`src/design/median_filter_3x3_stream_assert.svh`:
```
// Assertion macros shared by the median filter RTL.
// Each macro expects signals named clk and rst_n in the scope where it is used.
`ifndef MEDIAN_FILTER_3X3_STREAM_ASSERT_SVH
`define MEDIAN_FILTER_3X3_STREAM_ASSERT_SVH

// Consequent must hold in the same cycle as the antecedent.
`define MF3S_ASSERT_SAME(lbl, ante, cons, msg) \
  lbl: assert property (@(posedge clk) disable iff (!rst_n) (ante) |-> (cons)) \
    else $error(msg);

// Consequent must hold in the cycle after the antecedent.
`define MF3S_ASSERT_NEXT(lbl, ante, cons, msg) \
  lbl: assert property (@(posedge clk) disable iff (!rst_n) (ante) |=> (cons)) \
    else $error(msg);

`endif

```
`src/design/mfs_pkg.sv`:
```
// Package for the 3x3 median filter: sizes, codes and shared types.
// Used by every module of the block but mfs_ram; depends on nothing.
package mfs_pkg;

  // Largest plane the line stores are sized for.
  localparam int MAX_WIDTH  = 2048;
  localparam int MAX_HEIGHT = 2048;

  // Field and register widths.
  localparam int PIX_W = 8;
  localparam int DIM_W = 12;

  // Column counters index the line stores; row counters also count the tail rows.
  localparam int COL_W = $clog2(MAX_WIDTH);
  localparam int ROW_W = $clog2(MAX_HEIGHT + 2);

  // Common width for comparing positions against the frame size.
  localparam int CMP_A = (COL_W > DIM_W) ? COL_W : DIM_W;
  localparam int CMP_W = ((CMP_A > ROW_W) ? CMP_A : ROW_W) + 1;

  // Configuration register indexes.
  localparam int CFG_IDX_W = 1;
  localparam logic [CFG_IDX_W-1:0] REG_FRAME_WIDTH  = 1'b0;
  localparam logic [CFG_IDX_W-1:0] REG_FRAME_HEIGHT = 1'b1;

  // Request command codes.
  localparam logic CMD_PIXEL = 1'b0;
  localparam logic CMD_DRAIN = 1'b1;

  // Reset frame size.
  localparam int RESET_WIDTH  = 176;
  localparam int RESET_HEIGHT = 144;

  typedef logic [PIX_W-1:0] pix_t;

  // 3x3 window, index row*3+column, column 2 is the newest sample.
  typedef logic [8:0][PIX_W-1:0] win_t;

  // Position bookkeeping for one request, produced by the control unit.
  typedef struct packed {
    logic             primed;
    logic             interior;
    logic             last;
    logic [COL_W-1:0] col;
  } pos_info_t;

endpackage

```
`src/design/mfs_median.sv`:
```
// Median of a 3x3 window by a compare-exchange network.
// Depends on mfs_pkg for the window and pixel types.
module mfs_median (
  input  mfs_pkg::win_t win,
  output mfs_pkg::pix_t median
);
  import mfs_pkg::*;

  function automatic pix_t min2(input pix_t a, input pix_t b);
    return (a < b) ? a : b;
  endfunction

  function automatic pix_t max2(input pix_t a, input pix_t b);
    return (a < b) ? b : a;
  endfunction

  function automatic pix_t med3(input pix_t a, input pix_t b, input pix_t c);
    return max2(min2(a, b), min2(max2(a, b), c));
  endfunction

  pix_t lo [3];
  pix_t md [3];
  pix_t hi [3];
  pix_t lo_max, md_med, hi_min;

  // Sort each row, then take the median of the row extremes and middles.
  always_comb begin
    for (int r = 0; r < 3; r++) begin
      lo[r] = min2(min2(win[r*3], win[r*3+1]), win[r*3+2]);
      hi[r] = max2(max2(win[r*3], win[r*3+1]), win[r*3+2]);
      md[r] = med3(win[r*3], win[r*3+1], win[r*3+2]);
    end
    lo_max = max2(max2(lo[0], lo[1]), lo[2]);
    hi_min = min2(min2(hi[0], hi[1]), hi[2]);
    md_med = med3(md[0], md[1], md[2]);
  end

  assign median = med3(lo_max, md_med, hi_min);

endmodule

```
`config.mk`:
```
export PLATFORM = sky130hd
export DESIGN_NAME = mfs_median
export DESIGN_NICKNAME = d
export VERILOG_FILES = /design/src/design/median_filter_3x3_stream_assert.svh /design/src/design/mfs_pkg.sv /design/src/design/mfs_median.sv
export SDC_FILE = /design/constraint.sdc
export NUM_CORES = 1
export LEC_CHECK = 0
export ABC_AREA = 1
export BUFFER_PORTS_ARGS = -buffer_cell sky130_fd_sc_hd__buf_2
export CORE_ASPECT_RATIO = 2
export CORE_MARGIN = 2
export CORE_UTILIZATION = 45
export DETAILED_ROUTE_END_ITERATION = 6
export GPL_ROUTABILITY_DRIVEN = 0
export GPL_TIMING_DRIVEN = 0
export SYNTH_ARGS = -nofsm -noshare
export SYNTH_HDL_FRONTEND = slang
export SYNTH_SLANG_ARGS = --single-unit
```
`constraint.sdc`:
```
create_clock -name vclk -period 19.45
set_input_delay 1.945 -clock vclk [all_inputs]
set_output_delay 1.945 -clock vclk [all_outputs]
set_load 0.05 [all_outputs]
```
==> flow_results.org <==
** Status
- Status :: completed

** Die
- Die Wd :: 87.4 um
- In this run the vertical extent of the chip is 171 um.
- The floorplan has 61 rows.
- The core region is 0.0137 sq mm.
- The die covers 0.0149 sq mm.
- Number of primary I/O pins :: 80
- For this configuration, the core starts out at a cell density of 45.5%.

** Placement
- IO Port Bufs :: 80
- Detailed placement ended at an HPWL of 16600 um.

** STA
- The number of pins exceeding their max-slew limit in the final report was 0.
- The final hold violation count is 0.
- Setup repair after global routing left no endpoint under its margin.
- Static timing analysis puts the maximum clock frequency at 55.8 MHz.
- Setup TNS :: 0 ps
- Headroom to the max-slew limit :: 46.7%
- Setup violations remaining at the end of the flow were counted as 0.
- For the pin with the worst max-slew slack, the measured transition is 791 ps.
- The clock period could shrink to 17910 ps.
- The final critical path takes up 92.1% of the cycle.

** Detailed routing
- Vias per cell :: 5.28
- Detailed Routing Iterations Pass 1 :: 5
- Routed len/inst :: 13.3 um
- DR iter-0 viols :: 244
- The count of nets left with antenna violations once routing finished came out at 0.
- Summed over all layers, the routed wires come to 18400 um.
- The routed layout has 7327 vias.
- Final routed DRC violation total :: 0

** GRT
- The first global-routing pass estimated 30600 um of wire.
- For this run, the total global-route usage over all layers was measured as 24.9%.
- The via count of the first global-routing pass was 6864.
- Entering global routing, the biggest net connects 11 pins.
- GRT Residual Overflow :: 0
- The initial antenna violation count came to 0.

** Critical path
- CP Launch Point :: win[15]
- The slowest stage of the critical path belongs to the cell sky130_fd_sc_hd__a211oi_1.
- Along the worst path, the maximum fanout reaches 10.
- Crit path required time :: 17500 ps
- Worst Setup End Kind :: output pin
- By startpoint and endpoint, the worst setup path is classified as in -> out.
- STA classifies the critical path startpoint as an input pin.
- Counting both buffers and inverters, the worst setup path holds a total of 18.
- On the worst path, the slowest cell contributes a delay of 430 ps.
- CP top delay family :: compound AO/OA/AOI/OAI gates
- Worst Path Arrival :: 15970 ps

** Layout
- Flip-flop and latch area :: 0 sq um
- Antenna fix cells :: 0
- Seq cells :: 0
- The area growth from synthesis to layout is 9.99%.
- Layout clock buffers :: 0
- Counting the fill cells in the layout gives 1545.
- Proportion of layout cells with a drive suffix above 1 :: 9.50%
- After the last flow step, the layout net total stands at 1452.

** Synth
- Post-Syn Instances :: 1152
- Net count of the mapped netlist :: 1370
- Synth cell types :: 26
- During synthesis, Yosys emitted a total of 0 warnings.
- Dominant cell type by area after synthesis :: sky130_fd_sc_hd__ha_1
- Summing the sequential cell areas from Yosys gives 0% of the chip area.
- Mean post-synth cell area :: 5.43 sq um
- Ranked by total cell area, the synthesized netlist is headed by sky130_fd_sc_hd__ha_1 29%, sky130_fd_sc_hd__nand2_1 22%, sky130_fd_sc_hd__o21ai_0 14%.
- In this run the biggest area consumer among cell types represents 29.2% of the synthesized area.
- Post-synthesis instance area :: 0.00625 sq mm

** Clock network
- Number of post-CTS setup repair buffers :: 0
- For this design, the CTS-stage hold fixing added 0 buffers.

** Min path
- The startpoint identified for the worst hold timing path is win[65].
- Type of the tightest min-delay check :: in -> out

** Job
- Max-cap violations in this run came to 0.
-- worst paths after layout --
path   endpoint  cells after the start  slack (ps)
min   median[1]                     10        5020
max   median[2]                     75        1540
-- per-stage QoR --
stage               setup slack [ps]  cells  area [sq um]  hold WS (ps)  utilization [%]
finish                          1540   1389          6880          5020             50.1
CTS                              841   1389          6850          5020             49.9
detailed placement               870   1389          6850          5020             49.9
global route                    17.3   1389          6880          5100             50.1
floorplan                       3330   1152          6250          4660                -
global placement                 992   1389          6850          4970             49.9
-- kinds of logic (layout without fill, tap and decap cells) --
logic type	Yosys count	in the layout	share of synthesized area (%)
buf+inv	178	258	11.1
compound gates	293	293	24.6
simple gates	535	535	35.1
fa+ha+maj	146	146	29.2
-- cells in the final DEF (no fill, tap or decap) --
| cell type | synthesis | layout |
|---|---|---|
| sky130_fd_sc_hd__a211oi_4 | 0 | 1 |
| sky130_fd_sc_hd__buf_1 | 1 | 1 |
| sky130_fd_sc_hd__nor3_2 | 1 | 1 |
| sky130_fd_sc_hd__clkbuf_1 | 26 | 26 |
| sky130_fd_sc_hd__o21bai_1 | 1 | 1 |
| sky130_fd_sc_hd__nor3b_1 | 1 | 1 |
| sky130_fd_sc_hd__nand4_1 | 8 | 8 |
| sky130_fd_sc_hd__nand2_4 | 2 | 2 |
| sky130_fd_sc_hd__nand2_1 | 373 | 373 |
| sky130_fd_sc_hd__nand3_1 | 52 | 52 |
| sky130_fd_sc_hd__and2_1 | 3 | 3 |
| sky130_fd_sc_hd__o21a_1 | 3 | 3 |
| sky130_fd_sc_hd__buf_6 | 2 | 2 |
| sky130_fd_sc_hd__nand3b_1 | 4 | 4 |
| sky130_fd_sc_hd__buf_4 | 1 | 1 |
| sky130_fd_sc_hd__buf_2 | 5 | 85 |
| sky130_fd_sc_hd__clkinv_1 | 3 | 3 |
| sky130_fd_sc_hd__inv_1 | 140 | 140 |
| sky130_fd_sc_hd__a211oi_1 | 14 | 10 |
| sky130_fd_sc_hd__nand2_2 | 21 | 21 |
| sky130_fd_sc_hd__nor2_1 | 70 | 70 |
| sky130_fd_sc_hd__o21ai_1 | 6 | 8 |
| sky130_fd_sc_hd__o211ai_1 | 8 | 8 |
| sky130_fd_sc_hd__a21oi_1 | 83 | 83 |
| sky130_fd_sc_hd__o21ai_0 | 177 | 175 |
| sky130_fd_sc_hd__a211oi_2 | 1 | 4 |
| sky130_fd_sc_hd__ha_1 | 146 | 146 |
-- layer usage --
metal	global-route usage (%)	wire (um)	vias to the layer above	part of all wire [%]
met3	0.434	429	24	2.3
met1	28.8	7750	3193	42
met2	48.1	9600	118	52
met5	0	0	-	0
li1	-	-	3992	-
met4	6.96	654	0	3.5
-- cell usage after synthesis --
cell,n
sky130_fd_sc_hd__o21a_1,3
sky130_fd_sc_hd__buf_6,2
sky130_fd_sc_hd__buf_1,1
sky130_fd_sc_hd__o21ai_1,6
sky130_fd_sc_hd__clkbuf_1,26
sky130_fd_sc_hd__nand3_1,52
sky130_fd_sc_hd__nand3b_1,4
sky130_fd_sc_hd__clkinv_1,3
sky130_fd_sc_hd__ha_1,146
sky130_fd_sc_hd__nand2_2,21
sky130_fd_sc_hd__nor3b_1,1
sky130_fd_sc_hd__nor2_1,70
sky130_fd_sc_hd__buf_4,1
sky130_fd_sc_hd__buf_2,5
sky130_fd_sc_hd__o21ai_0,177
sky130_fd_sc_hd__nand4_1,8
sky130_fd_sc_hd__inv_1,140
sky130_fd_sc_hd__a211oi_1,14
sky130_fd_sc_hd__a211oi_2,1
sky130_fd_sc_hd__nand2_1,373
sky130_fd_sc_hd__and2_1,3
sky130_fd_sc_hd__nand2_4,2
sky130_fd_sc_hd__o211ai_1,8
sky130_fd_sc_hd__nor3_2,1
sky130_fd_sc_hd__a21oi_1,83
sky130_fd_sc_hd__o21bai_1,1
-- tightest hold or removal path, cell delays in order --
cell	delay, ps
sky130_fd_sc_hd__buf_2	120
sky130_fd_sc_hd__o21ai_0	130
sky130_fd_sc_hd__nand2_1	90
sky130_fd_sc_hd__o21ai_0	170
sky130_fd_sc_hd__nand2_1	110
sky130_fd_sc_hd__o21ai_1	70
sky130_fd_sc_hd__inv_1	60
sky130_fd_sc_hd__nand3_1	60
sky130_fd_sc_hd__nand2_1	60
sky130_fd_sc_hd__buf_2	250
-- repair_timing --
| item | in CTS | in global routing |
|---|---|---|
| hold endpoints to repair | 0 | 0 |
| resized for setup | 0 | 7 |
| endpoints found under the setup margin | 0 | 8 |
-- final cells by class --
class                      instances  area, sq um  area share (%)
inverter                         143          537            7.81
tap                              157          196            2.86
multi-input combinational        974         5590            81.2
timing repair buffer              80          400            5.82
buffer                            35          156            2.27
Power is not shown: default switching activity piles up to over one toggle a cycle in this logic, so the estimate is an artifact.
