==> config.mk <==
export PLATFORM = sky130hd
export DESIGN_NAME = mfs_ctrl
export DESIGN_NICKNAME = d
export VERILOG_FILES = /design/src/design/median_filter_3x3_stream_assert.svh /design/src/design/mfs_pkg.sv /design/src/design/mfs_ctrl.sv
export SDC_FILE = /design/constraint.sdc
export NUM_CORES = 1
export LEC_CHECK = 0
export BUFFER_PORTS_ARGS = -buffer_cell sky130_fd_sc_hd__buf_4
export CAP_MARGIN = 10
export CORE_ASPECT_RATIO = 0.75
export CORE_MARGIN = 8
export CORE_UTILIZATION = 40
export DETAILED_ROUTE_END_ITERATION = 12
export GPL_TIMING_DRIVEN = 0
export SYNTH_ARGS = -nofsm -noshare
export SYNTH_HDL_FRONTEND = slang
export SYNTH_SLANG_ARGS = --single-unit
==> constraint.sdc <==
create_clock -name clk -period 3.91 [get_ports clk]
set_input_delay 0 -clock clk [delete_from_list [all_inputs] [get_ports clk]]
set_output_delay 0 -clock clk [all_outputs]
set_load 0.005 [all_outputs]
==> src/design/median_filter_3x3_stream_assert.svh <==
// Assertion macros shared by the median filter RTL.
// Each macro expects signals named clk and rst_n in the scope where it is used.
`ifndef MEDIAN_FILTER_3X3_STREAM_ASSERT_SVH
`define MEDIAN_FILTER_3X3_STREAM_ASSERT_SVH

// Consequent must hold in the same cycle as the antecedent.
`define MF3S_ASSERT_SAME(lbl, ante, cons, msg) \
  lbl: assert property (@(posedge clk) disable iff (!rst_n) (ante) |-> (cons)) \
    else $error(msg);

// Consequent must hold in the cycle after the antecedent.
`define MF3S_ASSERT_NEXT(lbl, ante, cons, msg) \
  lbl: assert property (@(posedge clk) disable iff (!rst_n) (ante) |=> (cons)) \
    else $error(msg);

`endif

==> src/design/mfs_pkg.sv <==
// Package for the 3x3 median filter: sizes, codes and shared types.
// Used by every module of the block but mfs_ram; depends on nothing.
package mfs_pkg;

  // Largest plane the line stores are sized for.
  localparam int MAX_WIDTH  = 2048;
  localparam int MAX_HEIGHT = 2048;

  // Field and register widths.
  localparam int PIX_W = 8;
  localparam int DIM_W = 12;

  // Column counters index the line stores; row counters also count the tail rows.
  localparam int COL_W = $clog2(MAX_WIDTH);
  localparam int ROW_W = $clog2(MAX_HEIGHT + 2);

  // Common width for comparing positions against the frame size.
  localparam int CMP_A = (COL_W > DIM_W) ? COL_W : DIM_W;
  localparam int CMP_W = ((CMP_A > ROW_W) ? CMP_A : ROW_W) + 1;

  // Configuration register indexes.
  localparam int CFG_IDX_W = 1;
  localparam logic [CFG_IDX_W-1:0] REG_FRAME_WIDTH  = 1'b0;
  localparam logic [CFG_IDX_W-1:0] REG_FRAME_HEIGHT = 1'b1;

  // Request command codes.
  localparam logic CMD_PIXEL = 1'b0;
  localparam logic CMD_DRAIN = 1'b1;

  // Reset frame size.
  localparam int RESET_WIDTH  = 176;
  localparam int RESET_HEIGHT = 144;

  typedef logic [PIX_W-1:0] pix_t;

  // 3x3 window, index row*3+column, column 2 is the newest sample.
  typedef logic [8:0][PIX_W-1:0] win_t;

  // Position bookkeeping for one request, produced by the control unit.
  typedef struct packed {
    logic             primed;
    logic             interior;
    logic             last;
    logic [COL_W-1:0] col;
  } pos_info_t;

endpackage

==> src/design/mfs_ctrl.sv <==
// Control unit: frame size registers, input and output position counters.
// Depends on mfs_pkg.
module mfs_ctrl (
  input  logic                           clk,
  input  logic                           rst_n,
  input  logic                           cfg_wr_en,
  input  logic [mfs_pkg::CFG_IDX_W-1:0]  cfg_index,
  input  logic [mfs_pkg::DIM_W-1:0]      cfg_wdata,
  input  logic                           accept,
  output mfs_pkg::pos_info_t             info
);
  import mfs_pkg::*;

  // Clamp a frame dimension to [3, hi].
  function automatic logic [DIM_W-1:0] clamp_dim(input logic [DIM_W-1:0] v, input int hi);
    logic [CMP_W-1:0] ve;
    logic [CMP_W-1:0] he;
    ve = CMP_W'(v);
    he = CMP_W'(hi);
    if (ve < CMP_W'(3)) begin
      return DIM_W'(3);
    end else if (ve > he) begin
      return DIM_W'(hi);
    end
    return v;
  endfunction

  logic [DIM_W-1:0] width_r,   width_nxt;
  logic [DIM_W-1:0] height_r,  height_nxt;
  logic [COL_W-1:0] in_col_r,  in_col_nxt;
  logic [ROW_W-1:0] in_row_r,  in_row_nxt;
  logic [COL_W-1:0] out_col_r, out_col_nxt;
  logic [ROW_W-1:0] out_row_r, out_row_nxt;

  logic [COL_W-1:0] col_cur;
  logic [CMP_W-1:0] w_e, h_e;
  logic             in_wrap, out_wrap;
  logic             primed, interior, last;

  // Position decode for the current request.
  always_comb begin
    w_e      = CMP_W'(width_r);
    h_e      = CMP_W'(height_r);
    col_cur  = (CMP_W'(in_col_r) >= w_e) ? '0 : in_col_r;
    primed   = (in_row_r >= ROW_W'(2)) ||
               ((in_row_r == ROW_W'(1)) && (col_cur != '0));
    interior = (out_row_r != '0) && (CMP_W'(out_row_r) + CMP_W'(1) < h_e) &&
               (out_col_r != '0) && (CMP_W'(out_col_r) + CMP_W'(1) < w_e);
    last     = (CMP_W'(out_row_r) + CMP_W'(1) >= h_e) &&
               (CMP_W'(out_col_r) + CMP_W'(1) >= w_e);
    in_wrap  = (CMP_W'(col_cur) + CMP_W'(1) >= w_e);
    out_wrap = (CMP_W'(out_col_r) + CMP_W'(1) >= w_e);
  end

  assign info = '{primed: primed, interior: interior, last: last, col: col_cur};

  // Next-state logic: a register write restarts the frame, so does the last result.
  always_comb begin
    width_nxt   = width_r;
    height_nxt  = height_r;
    in_col_nxt  = in_col_r;
    in_row_nxt  = in_row_r;
    out_col_nxt = out_col_r;
    out_row_nxt = out_row_r;
    if (cfg_wr_en) begin
      if (cfg_index == REG_FRAME_WIDTH) begin
        width_nxt = clamp_dim(cfg_wdata, MAX_WIDTH);
      end else begin
        height_nxt = clamp_dim(cfg_wdata, MAX_HEIGHT);
      end
      in_col_nxt  = '0;
      in_row_nxt  = '0;
      out_col_nxt = '0;
      out_row_nxt = '0;
    end else if (accept) begin
      if (primed && last) begin
        in_col_nxt  = '0;
        in_row_nxt  = '0;
        out_col_nxt = '0;
        out_row_nxt = '0;
      end else begin
        if (in_wrap) begin
          in_col_nxt = '0;
          in_row_nxt = in_row_r + ROW_W'(1);
        end else begin
          in_col_nxt = col_cur + COL_W'(1);
        end
        if (primed) begin
          if (out_wrap) begin
            out_col_nxt = '0;
            out_row_nxt = out_row_r + ROW_W'(1);
          end else begin
            out_col_nxt = out_col_r + COL_W'(1);
          end
        end
      end
    end
  end

  // State registers.
  always_ff @(posedge clk) begin
    if (!rst_n) begin
      width_r   <= clamp_dim(DIM_W'(RESET_WIDTH), MAX_WIDTH);
      height_r  <= clamp_dim(DIM_W'(RESET_HEIGHT), MAX_HEIGHT);
      in_col_r  <= '0;
      in_row_r  <= '0;
      out_col_r <= '0;
      out_row_r <= '0;
    end else begin
      width_r   <= width_nxt;
      height_r  <= height_nxt;
      in_col_r  <= in_col_nxt;
      in_row_r  <= in_row_nxt;
      out_col_r <= out_col_nxt;
      out_row_r <= out_row_nxt;
    end
  end

endmodule

==> impl_metrics.toml, run 1 <==
[global_routing]
antenna_found_initial = 0
grt_max_degree = 12
grt_usage = 0.1676
grt_pass1_vias = 4354
overflow = 0
grt_pass1_wl_mm = 21.62

[synth]
syn_avg_cell_area_sq_um = 7.735
synth_ff_type = "dfxtp_1"
synth-seq-cells = 70
synth_top_area_share = 0.2913
netlist_area_sq_um = 4811
ys_top_cells_by_count = "72 x nand2_1, 70 x dfxtp_1, 55 x ha_1"
synth_area_leaders = "dfxtp_1 29%, ha_1 14%, nand2_1 5.6%"
yosys.cell_count.top_type = "nand2_1"
synth_edf_count = 0
yosysSeqAreaShare = 0.2913
yosys.area.top_type = "dfxtp_1"
async_reset_ff_frac = 0
syn_inst = 622
yosysWarnings = 0
synth_nets = 694
synth_cell_types = 51

[power_and_ir_drop]
vdd_drop_max_v = 0.0002445
leakagePower_uw = 0.002332
power_density_nw_per_um2 = 274.6
p_total_uw = 1630

[routing]
firstDrtPassIters = 5
vias = 4581
drtAntennaViolNets = 0
detail_route.iter0.violations = 220
routed_wl_mm = 13.14
wl_per_cell_microns = 15.51
routed_via_density = 5.409
drc = 0

[worst_setup_path]
crit_path_start_kind = "register"
endpoint_kind = "register"
cp.required_ns = 4.17
crit_type = "register to register"
crit_path_max_fanout = 4
cp_data_arrival_time_ns = 4.23

[timing]
hold_ws_ns = 0.02104
setup_viol = 8
fin_ws_ns = -0.05914
fin_worst_skew_ns = 0.004288
slew_headroom = 0.5908
slew_viol_final = 0
hold_viol = 0
fmax_mhz = 251.9
rsz0062_at_grt = "yes"
worst_pin_slew_ns = 0.6139
post-route-period-util = 1.015
min_period_ns = 3.969

[floorplanning]
start_util = 0.4127
die_h_microns = 111.0
core_sq_um = 11660
ios = 31
die_area_sq_um = 15830
floorplan.rows = 34
fp.dieW_microns = 142.6

[placement]
post_dp_cell_area_sq_um = 5226
gp_congestion = 0.9249
dp_hpwl_mm = 9.984
place_ws_ns = -0.8004
port_buffers = 28

[status]
violations = "negative setup slack"
outcome = "finished, violations left"

[cts]
clk_latency_ns = 0.33
numClockSinks = 70
clk_pin_slew_ns = 0.06
cts-root-buf = "clkbuf_16"
clockBufferDepth = 2
cts_buffers = 9
cts_tree = "built"
h-tree-depth = 3

[final_layout]
area_growth_pct = 23.38
drive_above_1_share = 0.1591
nNetsFinal = 752
fin_area_sq_um = 5936
diodes = 0

[run]
drv_cap = 0

[hold_path]
hp-class = "input pin to register"
metrics by stage:
stage | TNS (ns) | cells | utilization
after detailed placement | -17.87 | 812 | 0.4484
after floorplan | 0 | 622 | -
after global routing | -1.515 | 847 | 0.5092
after global placement | -17.12 | 812 | 0.4484
after CTS | 0 | 844 | 0.4937
final | -0.1892 | 847 | 0.5092
critical path, cell delays in order, from the launching register on:
cell	delay (ns)
dfxtp_2	0.33
inv_2	0.04
ha_4	0.22
nand2b_4	0.14
a2111oi_4	0.42
nor4bb_4	0.10
nor3_2	0.28
clkbuf_8	0.20
nand2_4	0.06
ha_4	0.25
ha_4	0.25
a21o_1	0.14
a211oi_2	0.07
o311a_1	0.34
o21ai_2	0.22
a21oi_2	0.07
buf_6	0.14
or4_4	0.48
a21oi_2	0.12
cell type report:
cell class / count / area [sq um]
Inverter: 40 / 150.1
Fill cell: 1106 / 5720
Sequential cell: 70 / 1408
Buffer: 28 / 152.6
Timing Repair Buffer: 47 / 389.1
Multi-Input combinational cell: 484 / 3364
Clock inverter: 4 / 22.52
Clock buffer: 12 / 246.5
Tap cell: 162 / 202.7
cell families after synthesis:
kind of cell / synth area share
simple gates: 0.2705
compound gates: 0.1823
flops: 0.2913
buf+inv: 0.05565
fa+ha+maj: 0.1430
xor+xnor: 0.05097
mux: 0.006242
state kept, by name, summed over array words and instances, names as in the netlist:
name       flops
in_col_r      11
in_row_r      12
out_col_r     11
out_row_r     12
height_r      12
width_r       12
placed cells by master (no fill, tap or decap), types with 5 or more instances in the layout:
cell type      count
ha_4               5
a21boi_0          13
a22oi_1            5
nand3_1           34
dfxtp_1           65
xor2_1            12
clkbuf_16          9
nor2b_1            6
nor2_1            51
nand4_1           15
nor3_1             5
buf_4             40
o22ai_1            5
nor4_1            12
dlygate4sd3_1      8
or3_1             10
o211ai_1           9
clkbuf_1          20
nor3b_1            7
nand2b_1           6
nand2_1           70
inv_1             37
ha_1              50
o21a_1             6
o21ai_0           21
a21oi_1           36
a21oi_2           11
dfxtp_2            5
and2_1            13
and3_1             8
xnor2_1           15
per-layer routing:
metal  vias to the layer above  GRT usage  wire (microns)
li1                       2326          -               -
met1                      2152     0.2231            6490
met2                        87     0.2655            6001
met3                        16    0.03701             492
met4                         0    0.04520             157
met5                         -          0               0
power breakdown:
group | leakage (uW) | total, uW | internal (uW) | switching (uW)
registers | 0.000569 | 730 | 724 | 6.12
logic | 0.00163 | 145 | 60.8 | 84.2
clock network | 0.000132 | 755 | 444 | 311
path summary, 6_finish.rpt:
path                start      endpoint  slack [ns]  cells past startpoint
min          cfg_wdata[4]    width_r[4]        0.02                      3
max           in_col_r[0]  in_row_r[11]       -0.06                     18
min reg2reg    width_r[2]    width_r[2]        0.46                      2
max reg2reg   in_col_r[0]  in_row_r[11]       -0.06                     18
timing repair:
action | 4_1_cts | 5_1_grt
pin swaps | 6 | 31
endpoints found under the hold margin | 13 | 0
gates cloned | 0 | 0
gates resized for setup | 26 | 39
hold buffers | 8 | 0
setup endpoints to repair | 42 | 37
buffers inserted | 8 | 3
Power figures use the tool's default switching activity.
==> inputs of run 2 (changes only) <==
--- a/config.mk
+++ b/config.mk
@@ -5,6 +5,7 @@
 export SDC_FILE = /design/constraint.sdc
 export NUM_CORES = 1
 export LEC_CHECK = 0
+export ABC_AREA = 1
 export BUFFER_PORTS_ARGS = -buffer_cell sky130_fd_sc_hd__buf_4
 export CAP_MARGIN = 10
 export CORE_ASPECT_RATIO = 0.75
@@ -12,6 +13,7 @@
 export CORE_UTILIZATION = 40
 export DETAILED_ROUTE_END_ITERATION = 12
 export GPL_TIMING_DRIVEN = 0
+export HOLD_SLACK_MARGIN = 0.03
 export SYNTH_ARGS = -nofsm -noshare
 export SYNTH_HDL_FRONTEND = slang
 export SYNTH_SLANG_ARGS = --single-unit
==> run 2 against run 1 <==
The flow now finishes without violations. Power rose by 15%. Hold slack improved by 0.040 ns. Final cell count rose by 16%. Critical path depth rose by 7. Register-to-register slack improved by 0.27 ns. Largest cell class unchanged. Sequential share of layout area fell by 1.5 points. Design area rose by 6.5%. Clock power rose by 17%. Sequential cell count did not move. Combinational power rose by 71%. Critical path type unchanged.
==> impl_metrics.toml, run 2 <==
[power_and_ir_drop]
vdd_drop_max_v = 0.0002203
leakagePower_uw = 0.002885
power_density_nw_per_um2 = 296.8

[synth]
syn_avg_cell_area_sq_um = 6.982
synth_top_family_by_area = "simple AND/OR/NAND/NOR gates"
yosysSeqAreaShare = 0.2716
yosys.area.top_type = "dfxtp_1"
yosysWarnings = 0
synth_top_area_share = 0.2716
yosys.area_share.simple = 0.2750
synth_ff_type = "dfxtp_1"
synth-seq-cells = 70
syn_inst = 739
synth_adder_area_share = 0.1334
netlist_area_sq_um = 5160
yosys.cell_count.top_type = "nand2_1"
ys_top_cells_by_count = "126 x nand2_1, 116 x inv_1, 73 x a21oi_1"
synth_edf_count = 0
synth_mux_area_frac = 0
synth_cell_types = 45
synth_compound_area_frac = 0.1562
async_reset_ff_frac = 0
synth-xor-area-share = 0.04243
synth_area_leaders = "dfxtp_1 27%, ha_1 13%, nand2_1 9.2%"
synth_nets = 811

[routing]
wl_per_cell_microns = 14.60
routed_wl_mm = 14.34
firstDrtPassIters = 5
vias = 5054
routed_via_density = 5.147
drtAntennaViolNets = 0
detail_route.iter0.violations = 376
drc = 0

[timing]
slew_headroom = 0.3284
fin_worst_skew_ns = 0.009230
fmax_mhz = 270.2
setup_viol = 0
post-route-period-util = 0.9465
min_period_ns = 3.701
hold_viol = 0
hold_ws_ns = 0.06108
worst_pin_slew_ns = 1.004
slew_viol_final = 0
fin_ws_ns = 0.2092

[worst_setup_path]
endpoint_kind = "register"
crit_slowest_cell = "dfxtp_1"
crit_type = "register to register"
crit_buf_inv = 3
critical_path_depth = 25
crit_path_max_fanout = 5
r2r_cells = 25
crit_path_start_kind = "register"
cp_data_arrival_time_ns = 3.97
critPathMaxStageDelay_ns = 0.44
cp_top_family = "simple AND/OR/NAND/NOR gates"
crit_path_frequent_cell = "nand2_1"
cp.required_ns = 4.18

[global_routing]
grt_usage = 0.1686
overflow = 0
grt_pass1_vias = 4714
antenna_found_initial = 0
grt_max_degree = 13
grt_pass1_wl_mm = 23.14

[final_layout]
area_growth_pct = 22.53
diodes = 0
layout_commonest_cell = "nand2_1"
nFillCells = 1269
multi_input_comb_area_sq_um = 3282
mostFrequentLayoutCells = "121 x nand2_1, 110 x inv_1, 67 x a21oi_1"
ff_latch_area_sq_um = 1406
drive_above_1_share = 0.1788
fin_area_sq_um = 6322
post-route-util = 0.4942
nNetsFinal = 878

[floorplanning]
start_util = 0.4034
die_area_sq_um = 16830
core_sq_um = 12790
floorplan.rows = 36
die_h_microns = 114.4
ios = 31
fp.dieW_microns = 147.2

[placement]
dp_hpwl_mm = 10.79
post_dp_cell_area_sq_um = 5592
port_buffers = 29
place_ws_ns = -0.4311
gp_congestion = 0.8934

[hold_path]
holdPathStages = 3
hp-class = "input pin to register"

[status]
outcome = "completed"

[cts]
numClockSinks = 70
cts-root-buf = "clkbuf_16"
cts_buffers = 9
cts_tree = "built"
h-tree-depth = 3
clk_pin_slew_ns = 0.06
clockBufferDepth = 2
clk_latency_ns = 0.34

[run]
drv_cap = 0
## run 2: cell types whose count changed after synthesis, moves of 14 or more
| cell | change |
|---|---|
| inv_1 | +76 |
| nand2_1 | +54 |
| a21oi_1 | +26 |
| nand4_1 | +16 |
| o21ai_0 | +15 |
| xnor2_1 | -14 |
## run 2: cell type report
class,instances,share of cell area
Timing Repair Buffer,55,0.07362
Clock inverter,4,0.008510
Buffer,28,0.02731
Inverter,123,0.07303
Clock buffer,12,0.04215
Sequential cell,70,0.2224
Tap cell,171,0.03384
Multi-Input combinational cell,519,0.5191
## run 2: kinds of logic (layout without fill, tap and decap cells)
family / after synthesis / after routing
AO/OA/AOI/OAI: 142 / 142
XOR/XNOR: 25 / 25
adder cells (fa/ha/maj): 55 / 55
buffers and inverters: 151 / 222
flip-flops: 70 / 70
AND/OR/NAND/NOR: 296 / 297
## run 2: worst paths after layout
kind / from / endpoint / slack, ns
worst max-delay path: in_col_r[5] / in_row_r[5] / 0.21
worst min-delay path: cfg_wdata[1] / width_r[1] / 0.06
worst max register to register: in_col_r[5] / in_row_r[5] / 0.21
worst min register to register: in_col_r[0] / in_col_r[0] / 0.47
## run 2: timing repair
action	4_1_cts	5_1_grt
gates resized for setup	7	35
setup endpoints to repair	21	24
gates cloned	0	2
hold buffers	14	0
setup buffers	1	10
endpoints found under the hold margin	25	0
pin swaps	0	13
## run 2: power by group
part	internal (uW)	leakage [uW]	switching [uW]	total, uW
Clock	548	0.000151	335	883
Combinational	94.9	0.00216	153	248
Sequential	732	0.000571	13.2	745
Total	1370	0.00288	502	1880
## run 2: worst reg2reg max path: stages, from the launching register on
cell	delay (ns)
dfxtp_1	0.44
ha_4	0.24
nand2_1	0.06
nand2_1	0.05
nand2_1	0.05
nand2_1	0.08
a21oi_4	0.27
nand2_8	0.12
nor2_4	0.19
nand2_4	0.09
nor2_4	0.14
nand2_2	0.10
inv_2	0.06
nand3_1	0.09
nand2_1	0.11
inv_1	0.04
ha_1	0.29
a21oi_2	0.14
o21a_1	0.19
nand3_2	0.10
a31oi_4	0.26
nand2_2	0.10
nand2_4	0.12
clkbuf_16	0.16
nand2_1	0.06
a21oi_2	0.11
## run 2: per-stage QoR
step | total power (uW) | TNS (ns) | cells
3_5_place_dp | 964.1 | -5.207 | 939
5_1_grt | 1948 | -0.3733 | 982
2_1_floorplan | 891.8 | 0 | 739
4_1_cts | 1862 | 0 | 970
3_3_place_gp | 957.6 | -3.875 | 939
6_report | 1877 | 0 | 982
## run 2: routing by layer
layer  part of all wire  up-vias  global-route usage
li1                   -     2582                   -
met2               0.43      139              0.2585
met4             0.0072        0             0.03659
met3              0.059        8             0.03476
met1               0.50     2325              0.2376
met5                  0        -                   0
